[config.mk]
export PLATFORM = sky130hd
export DESIGN_NAME = sign_partition_engine_unit
export DESIGN_NICKNAME = d
export VERILOG_FILES = /design/src/hdl/spe_pkg.sv /design/src/hdl/spe_datapath.sv /design/src/hdl/spe_controller.sv /design/src/hdl/sign_partition_engine_unit.sv
export SDC_FILE = /design/constraint.sdc
export NUM_CORES = 1
export LEC_CHECK = 0
export ABC_AREA = 1
export BUFFER_PORTS_ARGS = -buffer_cell sky130_fd_sc_hd__buf_2
export CAP_MARGIN = 20
export CORE_ASPECT_RATIO = 0.7
export CORE_MARGIN = 3
export CORE_UTILIZATION = 28
export CTS_CLUSTER_DIAMETER = 60
export DETAILED_ROUTE_END_ITERATION = 6
export PLACE_DENSITY = 0.46
export RECOVER_POWER = 25
export SYNTH_ARGS = -nofsm -noshare
export SYNTH_HDL_FRONTEND = slang
export SYNTH_HIERARCHICAL = 1
export SYNTH_SLANG_ARGS = --single-unit
[constraint.sdc]
create_clock -name clock -period 4.77 [get_ports clock]
set_clock_uncertainty 0.1 [all_clocks]
set_input_delay 0.2385 -clock clock [delete_from_list [all_inputs] [get_ports clock]]
set_output_delay 0.2385 -clock clock [all_outputs]
set_load 0.01 [all_outputs]
[src/hdl/spe_pkg.sv]
package spe_pkg;

   localparam int MAX_ITEMS_DEF = 16;
   localparam int WORD_BITS     = 16;

   typedef struct packed {
      logic signed [WORD_BITS-1:0] value;
      logic                        last;
   } req_payload_type;

   typedef struct packed {
      logic signed [WORD_BITS-1:0] result_value;
      logic                        result_last;
   } rsp_payload_type;

   typedef enum logic [2:0] {
      ST_IDLE,
      ST_FIND_NEG,
      ST_FIND_POS,
      ST_SWAP_RD,
      ST_SWAP_WR_A,
      ST_SWAP_WR_B,
      ST_EMIT
   } spe_state_type;

   typedef struct packed {
      logic load;       // store the input beat
      logic begin_set;  // clear pass and emit counters
      logic find_neg;
      logic find_pos;
      logic swap_rd;
      logic swap_wr_a;
      logic swap_wr_b;
      logic pass_inc;
      logic emit;
   } spe_cmd_type;

   typedef struct packed {
      logic neg_found;
      logic pos_found;
      logic pass_done;
      logic emit_done;
   } spe_status_type;

endpackage

[src/hdl/spe_datapath.sv]
module spe_datapath #(
   parameter int MAX_ITEMS = spe_pkg::MAX_ITEMS_DEF
) (
   input  logic                     clock,
   input  logic                     reset,
   input  spe_pkg::req_payload_type req_payload,
   input  spe_pkg::spe_cmd_type     cmd,
   output spe_pkg::spe_status_type  status,
   output logic                     rsp_strobe,
   output spe_pkg::rsp_payload_type rsp_payload
);
   import spe_pkg::*;

   localparam int IW = $clog2(MAX_ITEMS);
   localparam int CW = $clog2(MAX_ITEMS + 1);

   logic [WORD_BITS-1:0] mem [MAX_ITEMS];
   logic [WORD_BITS-1:0] rd_a_ff, rd_b_ff;

   logic [MAX_ITEMS-1:0] neg_ff, pos_ff;
   logic [CW-1:0]        count_ff, count_in;
   logic [CW-1:0]        pass_ff, pass_in;
   logic [CW-1:0]        emit_ff, emit_in;
   logic [IW-1:0]        neg_idx_ff, pos_idx_ff;
   logic                 strobe_ff, strobe_in;
   logic                 last_ff;

   logic [MAX_ITEMS-1:0] in_set, below_neg;
   logic [IW-1:0]        neg_idx_in, pos_idx_in;
   logic                 neg_hit, pos_hit;
   logic                 room;
   logic                 wr_en;
   logic [IW-1:0]        wr_addr, rd_a_addr;
   logic [WORD_BITS-1:0] wr_data, in_word;

   assign in_word = req_payload.value;
   assign room    = count_ff < CW'(MAX_ITEMS);

   // highest negative in the set, lowest positive below it
   always_comb begin
      neg_idx_in = '0;
      neg_hit    = 1'b0;
      pos_idx_in = '0;
      pos_hit    = 1'b0;
      for (int i = 0; i < MAX_ITEMS; i++) begin
         in_set[i]    = CW'(i) < count_ff;
         below_neg[i] = IW'(i) < neg_idx_ff;
      end
      for (int i = 0; i < MAX_ITEMS; i++) begin
         if (neg_ff[i] && in_set[i]) begin
            neg_idx_in = IW'(i);
            neg_hit    = 1'b1;
         end
      end
      for (int i = MAX_ITEMS - 1; i >= 0; i--) begin
         if (pos_ff[i] && below_neg[i]) begin
            pos_idx_in = IW'(i);
            pos_hit    = 1'b1;
         end
      end
   end

   assign status.neg_found = neg_hit;
   assign status.pos_found = pos_hit;
   assign status.pass_done = pass_ff == count_ff - 1'b1;
   assign status.emit_done = emit_ff == count_ff - 1'b1;

   always_comb begin
      wr_en   = 1'b0;
      wr_addr = count_ff[IW-1:0];
      wr_data = in_word;
      if (cmd.load && room) begin
         wr_en = 1'b1;
      end else if (cmd.swap_wr_a) begin
         wr_en   = 1'b1;
         wr_addr = pos_idx_ff;
         wr_data = rd_b_ff;
      end else if (cmd.swap_wr_b) begin
         wr_en   = 1'b1;
         wr_addr = neg_idx_ff;
         wr_data = rd_a_ff;
      end
      rd_a_addr = cmd.swap_rd ? pos_idx_ff : emit_ff[IW-1:0];
   end

   always_ff @(posedge clock) begin
      if (wr_en) begin
         mem[wr_addr] <= wr_data;
      end
      if (cmd.swap_rd || cmd.emit) begin
         rd_a_ff <= mem[rd_a_addr];
      end
      if (cmd.swap_rd) begin
         rd_b_ff <= mem[neg_idx_ff];
      end
   end

   // sign flags follow the words; a swap moves a negative down, a positive up
   always_ff @(posedge clock) begin
      if (cmd.load && room) begin
         neg_ff[count_ff[IW-1:0]] <= in_word[WORD_BITS-1];
         pos_ff[count_ff[IW-1:0]] <= !in_word[WORD_BITS-1] && (in_word != '0);
      end else if (cmd.swap_rd) begin
         neg_ff[pos_idx_ff] <= 1'b1;
         pos_ff[pos_idx_ff] <= 1'b0;
         neg_ff[neg_idx_ff] <= 1'b0;
         pos_ff[neg_idx_ff] <= 1'b1;
      end
      if (cmd.find_neg) begin
         neg_idx_ff <= neg_idx_in;
      end
      if (cmd.find_pos) begin
         pos_idx_ff <= pos_idx_in;
      end
      if (cmd.emit) begin
         last_ff <= status.emit_done;
      end
   end

   always_comb begin
      count_in  = count_ff;
      pass_in   = pass_ff;
      emit_in   = emit_ff;
      strobe_in = cmd.emit;
      if (cmd.load && room) begin
         count_in = count_ff + 1'b1;
      end
      if (cmd.begin_set) begin
         pass_in = '0;
         emit_in = '0;
      end
      if (cmd.pass_inc) begin
         pass_in = pass_ff + 1'b1;
      end
      if (cmd.emit) begin
         emit_in = emit_ff + 1'b1;
         if (status.emit_done) begin
            count_in = '0;
         end
      end
   end

   always_ff @(posedge clock) begin
      if (reset) begin
         count_ff  <= '0;
         pass_ff   <= '0;
         emit_ff   <= '0;
         strobe_ff <= 1'b0;
      end else begin
         count_ff  <= count_in;
         pass_ff   <= pass_in;
         emit_ff   <= emit_in;
         strobe_ff <= strobe_in;
      end
   end

   assign rsp_strobe               = strobe_ff;
   assign rsp_payload.result_value = $signed(rd_a_ff);
   assign rsp_payload.result_last  = last_ff;

   a_count_bound: assert property (@(posedge clock) disable iff (reset)
      count_ff <= CW'(MAX_ITEMS))
      else $error("load count beyond capacity");

   a_swap_pair: assert property (@(posedge clock) disable iff (reset)
      cmd.swap_rd |-> neg_ff[neg_idx_ff] && pos_ff[pos_idx_ff] && pos_idx_ff < neg_idx_ff)
      else $error("swap without a positive before a negative");

   a_set_closed: assert property (@(posedge clock) disable iff (reset)
      rsp_strobe && rsp_payload.result_last |-> count_ff == '0)
      else $error("set not cleared after final beat");

endmodule

[src/hdl/spe_controller.sv]
module spe_controller (
   input  logic                    clock,
   input  logic                    reset,
   input  logic                    start,
   input  logic                    req_last,
   input  spe_pkg::spe_status_type status,
   output spe_pkg::spe_cmd_type    cmd,
   output logic                    busy
);
   import spe_pkg::*;

   spe_state_type state_ff, state_in;

   always_ff @(posedge clock) begin
      if (reset) begin
         state_ff <= ST_IDLE;
      end else begin
         state_ff <= state_in;
      end
   end

   // a pass that swaps nothing leaves the set as is, so later passes are skipped
   always_comb begin
      state_in = state_ff;
      cmd      = '0;
      busy     = 1'b1;
      case (state_ff)
         ST_IDLE: begin
            busy = 1'b0;
            if (start) begin
               cmd.load = 1'b1;
               if (req_last) begin
                  cmd.begin_set = 1'b1;
                  state_in      = ST_FIND_NEG;
               end
            end
         end
         ST_FIND_NEG: begin
            cmd.find_neg = 1'b1;
            state_in     = status.neg_found ? ST_FIND_POS : ST_EMIT;
         end
         ST_FIND_POS: begin
            cmd.find_pos = 1'b1;
            state_in     = status.pos_found ? ST_SWAP_RD : ST_EMIT;
         end
         ST_SWAP_RD: begin
            cmd.swap_rd = 1'b1;
            state_in    = ST_SWAP_WR_A;
         end
         ST_SWAP_WR_A: begin
            cmd.swap_wr_a = 1'b1;
            state_in      = ST_SWAP_WR_B;
         end
         ST_SWAP_WR_B: begin
            cmd.swap_wr_b = 1'b1;
            if (status.pass_done) begin
               state_in = ST_EMIT;
            end else begin
               cmd.pass_inc = 1'b1;
               state_in     = ST_FIND_NEG;
            end
         end
         ST_EMIT: begin
            cmd.emit = 1'b1;
            if (status.emit_done) begin
               state_in = ST_IDLE;
            end
         end
         default: begin
            state_in = ST_IDLE;
         end
      endcase
   end

   a_pos_after_neg: assert property (@(posedge clock) disable iff (reset)
      state_ff == ST_FIND_POS |-> $past(state_ff) == ST_FIND_NEG)
      else $error("positive search not preceded by negative search");

   a_swap_seq: assert property (@(posedge clock) disable iff (reset)
      state_ff == ST_SWAP_RD |=> state_ff == ST_SWAP_WR_A ##1 state_ff == ST_SWAP_WR_B)
      else $error("swap sequence broken");

   a_idle_after_emit: assert property (@(posedge clock) disable iff (reset)
      cmd.emit && status.emit_done |=> !busy)
      else $error("not idle after final beat");

endmodule

[src/hdl/sign_partition_engine_unit.sv]
// Sign partition engine.
// Input: a beat is taken when start is high and busy is low. Each beat
// carries one signed word; words go into a store of MAX_ITEMS entries, and
// words beyond capacity are dropped. A beat with last set closes the set.
// After a last beat the block goes busy and runs up to n passes over the
// n stored words: each pass finds the highest negative and the lowest
// positive below it and exchanges them; zeros stay put. A pass runs two
// searches, one read and two writes through the single write port of the
// store; the first pass that finds no pair ends the rearrangement.
// Results: the words come out in index order, one per cycle, each valid for
// the single cycle rsp_strobe is high; result_last marks the final one.
// A set is loaded, then rearranged, then output; the first result follows
// the rearrangement. busy falls on the cycle the final result is shown.
// The receiver cannot stall; results are not held.
// Reset clears the set count and the controller; store contents need none.
module sign_partition_engine_unit #(
   parameter int MAX_ITEMS = spe_pkg::MAX_ITEMS_DEF
) (
   input  logic                     clock,
   input  logic                     reset,
   input  logic                     start,
   output logic                     busy,
   input  spe_pkg::req_payload_type req_payload,
   output logic                     rsp_strobe,
   output spe_pkg::rsp_payload_type rsp_payload
);
   import spe_pkg::*;

   spe_cmd_type    cmd;
   spe_status_type status;

   spe_controller u_ctrl (
      .clock    (clock),
      .reset    (reset),
      .start    (start),
      .req_last (req_payload.last),
      .status   (status),
      .cmd      (cmd),
      .busy     (busy)
   );

   spe_datapath #(
      .MAX_ITEMS (MAX_ITEMS)
   ) u_dp (
      .clock       (clock),
      .reset       (reset),
      .req_payload (req_payload),
      .cmd         (cmd),
      .status      (status),
      .rsp_strobe  (rsp_strobe),
      .rsp_payload (rsp_payload)
   );

endmodule

==> results of run 1 <==
[cells by family after synthesis]
family / Yosys count / synth area share
AOI/OAI and AO/OA: 539 / 0.177
xor gates and xnor gates: 14 / 0.00780
adders and majority gates: 7 / 0.00497
buffers and inverters: 351 / 0.0810
DFF: 347 / 0.580
and+or+nand+nor: 596 / 0.149
[routing by layer]
layer  vias to the layer above  track usage  share of wire
li1                       6613            -              -
met1                      6965        0.270           0.45
met2                       717        0.269           0.41
met3                       101       0.0543           0.10
met4                         0       0.0523          0.028
met5                         -            0              0
[metrics by stage]
stage          hold slack (ns)  total power, W  area (sq um)  setup slack [ns]  utilization
2_1_floorplan            0.205         0.00577         17600              1.35            -
4_1_cts                 0.0865         0.00979         20000              1.38        0.323
3_3_place_gp             0.351         0.00687         18800              1.47        0.304
5_1_grt                  0.121          0.0102         19900             0.589        0.322
3_5_place_dp             0.358         0.00689         18800              1.41        0.304
6_report                0.0855         0.00972         19900             0.636        0.322
[area by class of cell]
cell class,instances,area (sq um),area share
Sequential cell,347,10200,0.513
Multi-Input combinational cell,1156,6030,0.302
Tap cell,819,1020,0.0514
Clock buffer,41,983,0.0493
Inverter,236,896,0.0449
Timing Repair Buffer,83,558,0.0280
Clock inverter,29,221,0.0111
[power breakdown]
| part | internal (W) | leakage [nW] | switching (W) |
|---|---|---|---|
| sequential | 0.00390 | 3.12 | 0.000206 |
| combinational | 0.000700 | 3.58 | 0.00204 |
| clock | 0.00161 | 0.579 | 0.00126 |
[layout by cell type, fill, tap and decap left out, types with 7 or more instances in the layout]
cell type / synthesis / layout
buf_2: 37 / 19
nand3_1: 159 / 159
buf_4: 11 / 31
xor2_1: 8 / 8
o21ai_0: 235 / 235
nand2_1: 281 / 282
inv_2: 16 / 13
clkinv_2: 1 / 12
clkinv_1: 1 / 10
nand4_1: 21 / 21
nor4_1: 6 / 7
clkbuf_1: 53 / 26
a22oi_1: 27 / 27
o22ai_1: 32 / 32
o211ai_1: 71 / 71
o32ai_1: 14 / 14
nor3_1: 7 / 8
ha_1: 7 / 7
inv_1: 216 / 218
a21oi_1: 121 / 121
dfxtp_1: 19 / 19
edfxtp_1: 328 / 328
o21ai_1: 14 / 12
nor2_1: 99 / 82
o221ai_1: 12 / 12
clkbuf_16: 0 / 39
nor2_2: 4 / 20
[worst register-to-register path, stage by stage (launching register included)]
cell	delay (ns)
edfxtp_1	0.43
clkbuf_1	1.07
nor2_4	0.01
clkbuf_2	1.13
a22oi_1	0.67
o211ai_1	0.15
nand2_1	0.10
nand4_1	0.17
[how the worst max path moves through the flow]
stage                        to  slack, ns  cells after the start
6_report       u_dp/rd_b_ff[14]       0.64                      7
5_1_grt         u_dp/mem[0][15]       0.59                     10
4_1_cts         u_dp/mem[7][14]       1.38                     11
3_5_place_dp    u_dp/mem[7][11]       1.41                     11
3_3_place_gp    u_dp/mem[12][6]       1.47                     12
2_1_floorplan  u_dp/rd_a_ff[10]       1.35                     13
[registers in the layout, indices dropped and copies added (netlist names)]
signal / cells
u_dp/neg_idx_ff: 4
u_dp/count_ff: 5
u_dp/emit_ff: 5
u_dp/pos_idx_ff: 4
u_dp/last_ff: 1
u_dp/mem: 256
u_dp/pass_ff: 5
u_dp/rd_b_ff: 16
u_dp/pos_ff: 15
u_dp/rsp_strobe: 1
u_dp/rd_a_ff: 16
u_ctrl/state_ff: 3
u_dp/neg_ff: 16
[repair_timing]
action                                 in CTS  in global routing
setup endpoints to repair                   0                  0
endpoints found under the hold margin       9                  0
hold buffers                                1                  0
==> metrics.cfg, run 1 <==
[floorplanning]
dieArea_sq_um=66100
start_util=0.285
dieHeight_um=216
rows=76
core_area_sq_um=61900
die_w_um=306
io_pins=39

[setup_path]
r2r_setup_slack_ns=0.64
cp_top_family=buffers and inverters
startpoint=u_dp/neg_idx_ff[1]
reg2reg_to=u_dp/rd_b_ff[14]
crit_arrival_ns=4.27
worst-path-buf-inv=2
crit_fanout=64
crit_chain=clkbuf_1 > nor2_4 > clkbuf_2 > a22oi_1 > o211ai_1 > nand2_1 > nand4_1
worst_path_max_delay_cell=clkbuf_2
slowest_delay_ns=1.13
cp.required_ns=4.90
worstRegToRegCells=7
path_class=flop to flop
end_kind=flop
startpoint_type=flop
regToRegStartpoint=u_dp/neg_idx_ff[1]

[clocking]
cts.sinks=347
clock_path_buffers=3
insertion_delay_ns=0.54
cts_tree=built
cts_resized=0
cts-root-buf=clkbuf_16
numCtsBuffers=39
cts_max_level=2
clk_pin_slew_ns=0.06
cts_setup_buffers=0

[yosys]
synth.top_cell.area_share=0.558
async_reset_ff_frac=0
synth.top_cells.by_area=edfxtp_1 (56%), o21ai_0 (6.7%), nand2_1 (6.0%)
synth_cells=1854
ys_top_cells_by_count=edfxtp_1 (328), nand2_1 (281), o21ai_0 (235)
ys.flop_type=edfxtp_1
synth-warning-count=6
yosysMostFrequentCell=edfxtp_1
seq_area_frac_synth=0.580
synth.avg_cell_area_sq_um=9.51
synth_seq_cells=347
syn-cell-area_sq_um=17600
synth_largest_area_cell=edfxtp_1
ys_types=50
syn_nets=1881
synth-edff-count=328

[drt]
avgViaCountPerCell=5.31
drc_errors=0
drtAntennaViolNets=0
wl_per_cell_um=23.1
num_vias=14396
wirelength_um=62600
dr.pass1.iters=6
drt-initial-drc-count=1701

[outcome]
violations=max-capacitance violations, max-slew violations
outcome=finished with violations

[cells_and_area]
diodes=0
finalNonFillerCells=2711
final_layout_size_suffix_gt1_frac=0.0925
syn_to_final_growth_pct=13.1
nNetsFinal=1890
nFillCells=6330

[placement]
io_buffers=38
dpl.hpwl_um=39600
gp_congestion=0.878
dp.cells=2640

[timing]
max_freq_mhz=242
relSlewSlack=-0.377
rsz0062_at_grt=no
finalSetupTns_ns=0
setup_viol=0
slew_violations=148
hold_viol_final=0
worstMarginPinSlew_ns=2.07
finalCritPeriodShare=0.867
fin_crit_ns=4.13

[global_routing]
grt_pass1_wl_um=92200
grt_overflow_total=0
antenna_found_initial=0
grt_pass1_vias=13538
grt_max_degree=146
grtUsageTotal=0.186

[pwr]
power_leakage_nw=7.27
power.density_nw_per_um2=488
vdd_drop_max_mv=0.212

[job]
drv_cap=3

[hold_path]
holdPathStages=5
worstHoldStart=start
min_path_type=primary input to flop
holdPathEnd=u_dp/count_ff[4]

Power figures use the tool's default switching activity.
==> inputs of run 2 (changes only) <==
- ABC_AREA: 1 -> 0
- GPL_TIMING_DRIVEN: default -> 0
==> run 2 against run 1 <==
The flow still finishes with violations (max-capacitance violations, max-slew violations). Setup slack worse by 0.13 ns. Critical path depth is 3 higher. Maximum frequency decreased by 3.1%. Worst hold slack worse by 0.0067 ns. Routed wire length decreased by 9.3%. Clock power grew 2%. Cell count decreased by 23%. Global-route usage down 1.0 points. Power rose by 19%. Largest cell class unchanged. Highest routed layer unchanged.
==> metrics.cfg, run 2 <==
[clocking]
cts_tree=built
cts-root-buf=clkbuf_16
numCtsBuffers=40
cts_max_level=2
cts.sinks=347
cts_setup_buffers=0
insertion_delay_ns=0.55
cts_hold_buf=3
clock_path_buffers=3
clk_pin_slew_ns=0.06
cts_resized=0

[global_routing]
grt_max_degree=17
grtUsageTotal=0.176
grt_overflow_total=0
grt_pass1_vias=11334
grt_pass1_wl_um=81100
antenna_found_initial=0

[floorplanning]
dieHeight_um=213
io_pins=39
dieArea_sq_um=64500
start_util=0.285
core_area_sq_um=60300
die_w_um=302
rows=75

[cells_and_area]
final_layout_size_suffix_gt1_frac=0.233
final_common_cell=edfxtp_1
layout_common_cells=edfxtp_1 (328), mux4_2 (129), nand2_1 (95), clkbuf_1 (76), a21oi_1 (49)
diodes=0
nNetsFinal=1276
finalInstanceArea_sq_um=20100
regMostFlops=u_dp/mem
largest_reg_flops=256
syn_to_final_growth_pct=16.7

[yosys]
synth_simple_gate_area_frac=0.0759
synth_xor_area_frac=0.00843
ys.flop_type=edfxtp_1
synth.avg_cell_area_sq_um=15.2
ys_top_cells_by_count=edfxtp_1 (328), mux4_2 (129), nand2_1 (95)
synth.top_cells.by_area=edfxtp_1 (57%), mux4_2 (17%), mux4_1 (2.3%)
synth_compound_area_frac=0.0901
synth_top_family_by_area=multiplexers
seq_area_frac_synth=0.594
synth-warning-count=6
syn_nets=1161
muxShareOfSynthArea=0.196
synth_largest_area_cell=edfxtp_1
synth_seq_cells=347
async_reset_ff_frac=0
yosys.area_share.adder=0.00567
synth_cells=1134
synth.top_cell.area_share=0.572
syn-cell-area_sq_um=17200
yosysMostFrequentCell=edfxtp_1
synth-edff-count=328
ys_types=71

[setup_path]
crit_fanout=10
startpoint=u_ctrl/state_ff[2]
crit_arrival_ns=4.42
regToRegStartpoint=u_ctrl/state_ff[2]
cp.required_ns=4.92
path_class=flop to flop
startpoint_type=flop
r2r_setup_slack_ns=0.51
end_kind=flop

[pwr]
vdd_drop_max_mv=0.251
power_leakage_nw=6.53
power.density_nw_per_um2=577

[timing]
slew_violations=17
hold_viol_final=0
rsz0062_at_grt=no
relSlewSlack=-0.309
fin_crit_ns=4.26
setup_viol=0
finalSetupTns_ns=0
finalCritPeriodShare=0.894
worstMarginPinSlew_ns=1.96
max_freq_mhz=235

[placement]
dpl.hpwl_um=40700
io_buffers=38
place_area_sq_um=18800
gp_congestion=0.854

[drt]
drc_errors=0
avgViaCountPerCell=5.59
drtAntennaViolNets=0
wirelength_um=56800
num_vias=11622
drt-initial-drc-count=1604
dr.pass1.iters=6
wl_per_cell_um=27.3

[hold_path]
worstHoldStart=req_payload[1]
min_path_type=primary input to flop

[outcome]
outcome=finished with violations
violations=max-capacitance violations, max-slew violations

[job]
drv_cap=1

-- run 2: changes by cell type after synthesis, sizes merged, moves of 14 or more --
cell | previous run | this run
o21ai | 250 | 44
clkbuf | 53 | 39
nand4 | 21 | 2
nor2b | 0 | 18
o211ai | 71 | 3
nor2 | 106 | 63
nand3 | 161 | 35
a22oi | 27 | 48
inv | 233 | 12
mux4 | 0 | 144
a21oi | 121 | 49
nand2 | 290 | 95
-- run 2: per-layer routing --
metal  wire length (um)  vias to the layer above  track usage  part of all wire
met4                973                        0       0.0404             0.017
li1                   -                     4879            -                 -
met1              26600                     6099        0.267              0.47
met3               5830                       63       0.0544              0.10
met2              23400                      581        0.245              0.41
met5                  0                        -            0                 0
-- run 2: worst paths after layout --
kind                          end  depth (start not counted)
hold / removal     u_dp/mem[0][0]                          3
hold reg to reg   u_dp/pass_ff[2]                          2
setup / recovery  u_dp/mem[12][4]                         10
setup reg to reg  u_dp/mem[12][4]                         10
-- run 2: layout make-up --
class / count / area (sq um)
plain buffers: 92 / 447
flip-flops and latches: 347 / 10200
clock inverters: 17 / 193
clock buffers: 47 / 1030
multi-input cells: 683 / 6520
well taps: 808 / 1010
fillers: 5837 / 40200
inverters: 12 / 45.0
repair buffers: 73 / 616
-- run 2: kinds of logic (layout without fill, tap and decap cells) --
logic type	after synthesis	count (layout)
adders and majority gates	8	8
AOI/OAI and AO/OA	234	234
and+or+nand+nor	275	275
xor gates and xnor gates	15	15
DFF	347	347
buffers and inverters	104	241
muxes	151	151
-- run 2: stage by stage --
step	total power, W	std cells	worst slack, ns	hold slack [ns]	util
detailed placement	0.00863	2003	0.705	0.371	0.312
CTS	0.0116	2070	0.678	0.0392	0.333
floorplan	0.00702	1134	1.56	0.203	-
global route	0.0121	2079	0.280	0.0816	0.333
global placement	0.00841	1980	0.00111	0.373	0.305
finish	0.0116	2079	0.506	0.0789	0.333
-- run 2: critical path: stages (launching register included) --
cell and delay [ns]:
dfxtp_1 0.32, clkbuf_1 0.26, nor3_1 0.42, and2_0 0.32, nor2b_1 0.35, clkbuf_1 0.41
o22ai_1 0.18, a221oi_1 0.36, nand2_1 0.28, nor2_2 0.70, buf_8 0.25
-- run 2: report_power, final --
group,switching [W],internal [W]
sequential,0.000238,0.00425
clock,0.00124,0.00170
combinational,0.00258,0.00157
==> inputs of run 3 (changes only) <==
- PLACE_DENSITY: 0.46 -> 0.39
==> run 3 against run 2 <==
The run still ends with max-capacitance violations, max-slew violations left. Utilization hardly changed. Sequential share of layout area hardly changed. Combinational power up 2%. Clock power about the same. Register-to-register slack improved by 0.03 ns. Worst hold slack worse by 0.015 ns. Global-route usage up 1.3 points. Routed wire length up 7.3%.
==> metrics.cfg, run 3 (synthesis gave the netlist of run 2 again) <==
[hold_path]
worstHoldStart=req_payload[2]
min_path_type=primary input to flop
holdPathStages=3
holdPathEnd=u_dp/mem[1][1]

[floorplanning]
dieArea_sq_um=64500
start_util=0.285
dieHeight_um=213
core_area_sq_um=60300
io_pins=39
die_w_um=302
rows=75

[timing]
setup_viol=0
fin_crit_ns=4.23
finalCritPeriodShare=0.887
hold_slack_ns=0.0634
slew_violations=17
rsz0062_at_grt=no
setup_ws_ns=0.538
max_freq_mhz=236
relSlewSlack=-0.436
hold_viol_final=0
worstMarginPinSlew_ns=2.15

[placement]
gp_congestion=0.825
detailedPlace.worstSlack_ns=0.640
io_buffers=38
dpl.hpwl_um=42100
dp.cells=2006

[cells_and_area]
final_layout_size_suffix_gt1_frac=0.227
final_util=0.333
nNetsFinal=1275
final_common_cell=edfxtp_1
nFillCells=5842
diodes=0
largest_reg_flops=256
regMostFlops=u_dp/mem
layout_common_cells=edfxtp_1 (328), mux4_2 (129), nand2_1 (95), clkbuf_1 (81), a21oi_1 (49)
syn_to_final_growth_pct=16.7
finalNonFillerCells=2086

[setup_path]
worstRegToRegCells=10
reg2reg_to=u_dp/mem[0][2]
regToRegStartpoint=u_ctrl/state_ff[2]
cp.required_ns=4.93
crit_fanout=10
startpoint_type=flop
r2r_setup_slack_ns=0.54
end_kind=flop
path_class=flop to flop
crit_arrival_ns=4.39

[drt]
wl_per_cell_um=29.2
drc_errors=0
drtAntennaViolNets=0
wirelength_um=60900
dr.pass1.iters=5
num_vias=11511
drt-initial-drc-count=1156
avgViaCountPerCell=5.52

[global_routing]
grt_pass1_vias=11383
grtUsageMet3=0.0499
grt_use_met1=0.286
grt_max_degree=17
top_usage_layer=met1
grtUsageTotal=0.189
antenna_found_initial=0
grt_pass1_wl_um=86100
grtUsageMet2=0.272
grt_overflow_total=0

[clocking]
numCtsBuffers=41
cts_tree=built
insertion_delay_ns=0.56
clk_pin_slew_ns=0.06
cts_setup_buffers=0
cts-root-buf=clkbuf_16
clock_path_buffers=3
cts.sinks=347
cts_max_level=2

[pwr]
vdd_drop_max_mv=0.257
power.density_nw_per_um2=583
power_leakage_nw=6.50

[outcome]
outcome=finished with violations
violations=max-capacitance violations, max-slew violations

[job]
drv_cap=1

## run 3: per-stage QoR
| stage | total power (W) | area (sq um) | TNS (ns) |
|---|---|---|---|
| 2_1_floorplan | 0.00702 | 17200 | 0 |
| 3_3_place_gp | 0.00853 | 18400 | -16.65 |
| 3_5_place_dp | 0.00880 | 18900 | 0 |
| 4_1_cts | 0.0118 | 20100 | 0 |
| 5_1_grt | 0.0122 | 20100 | 0 |
| 6_report | 0.0117 | 20100 | 0 |
## run 3: final cells by class
| type | instances | area [sq um] | area share |
|---|---|---|---|
| Clock inverter | 22 | 156 | 0.00778 |
| Tap cell | 808 | 1010 | 0.0503 |
| Buffer | 92 | 449 | 0.0224 |
| Clock buffer | 51 | 1080 | 0.0540 |
| Multi-Input combinational cell | 683 | 6550 | 0.326 |
| Timing Repair Buffer | 71 | 566 | 0.0281 |
| Inverter | 12 | 45.0 | 0.00224 |
| Sequential cell | 347 | 10200 | 0.509 |
## run 3: per-layer routing
metal  vias to the layer above  wire length [um]
met5                         -                 0
met4                         0              1010
met3                        73              5230
met2                       467             25700
met1                      6072             29000
li1                       4899                 -
## run 3: worst max-delay path by stage
| stage | startpoint | end | depth (start not counted) |
|---|---|---|---|
| floorplan | u_ctrl/state_ff[1] | u_dp/rd_a_ff[8] | 9 |
| global placement | u_ctrl/state_ff[1] | u_dp/rd_a_ff[8] | 8 |
| detailed placement | u_ctrl/state_ff[0] | u_dp/mem[9][12] | 9 |
| CTS | u_ctrl/state_ff[0] | u_dp/mem[8][12] | 9 |
| global route | u_ctrl/state_ff[2] | u_dp/mem[0][2] | 10 |
| finish | u_ctrl/state_ff[2] | u_dp/mem[0][2] | 10 |
## run 3: worst max-delay path, cell delays in order, from the launching register on
cell      delay (ns)
dfxtp_1         0.32
buf_6           0.14
nor3_1          0.40
and2_0          0.29
nor2b_1         0.36
clkbuf_1        0.47
o22ai_1         0.20
a221oi_1        0.33
nand2_1         0.30
nor2_2          0.77
buf_8           0.25
## run 3: report_power, final
group | leakage [nW] | total [W] | switching, W | internal (W)
clock | 0.596 | 0.00298 | 0.00130 | 0.00167
combinational | 2.78 | 0.00424 | 0.00265 | 0.00159
sequential | 3.13 | 0.00450 | 0.000245 | 0.00425
## run 3: timing repair
item | in CTS | in global routing
resized for setup | 0 | 0
hold buffers | 5 | 0
hold endpoints to repair | 6 | 0
endpoints found under the setup margin | 0 | 0
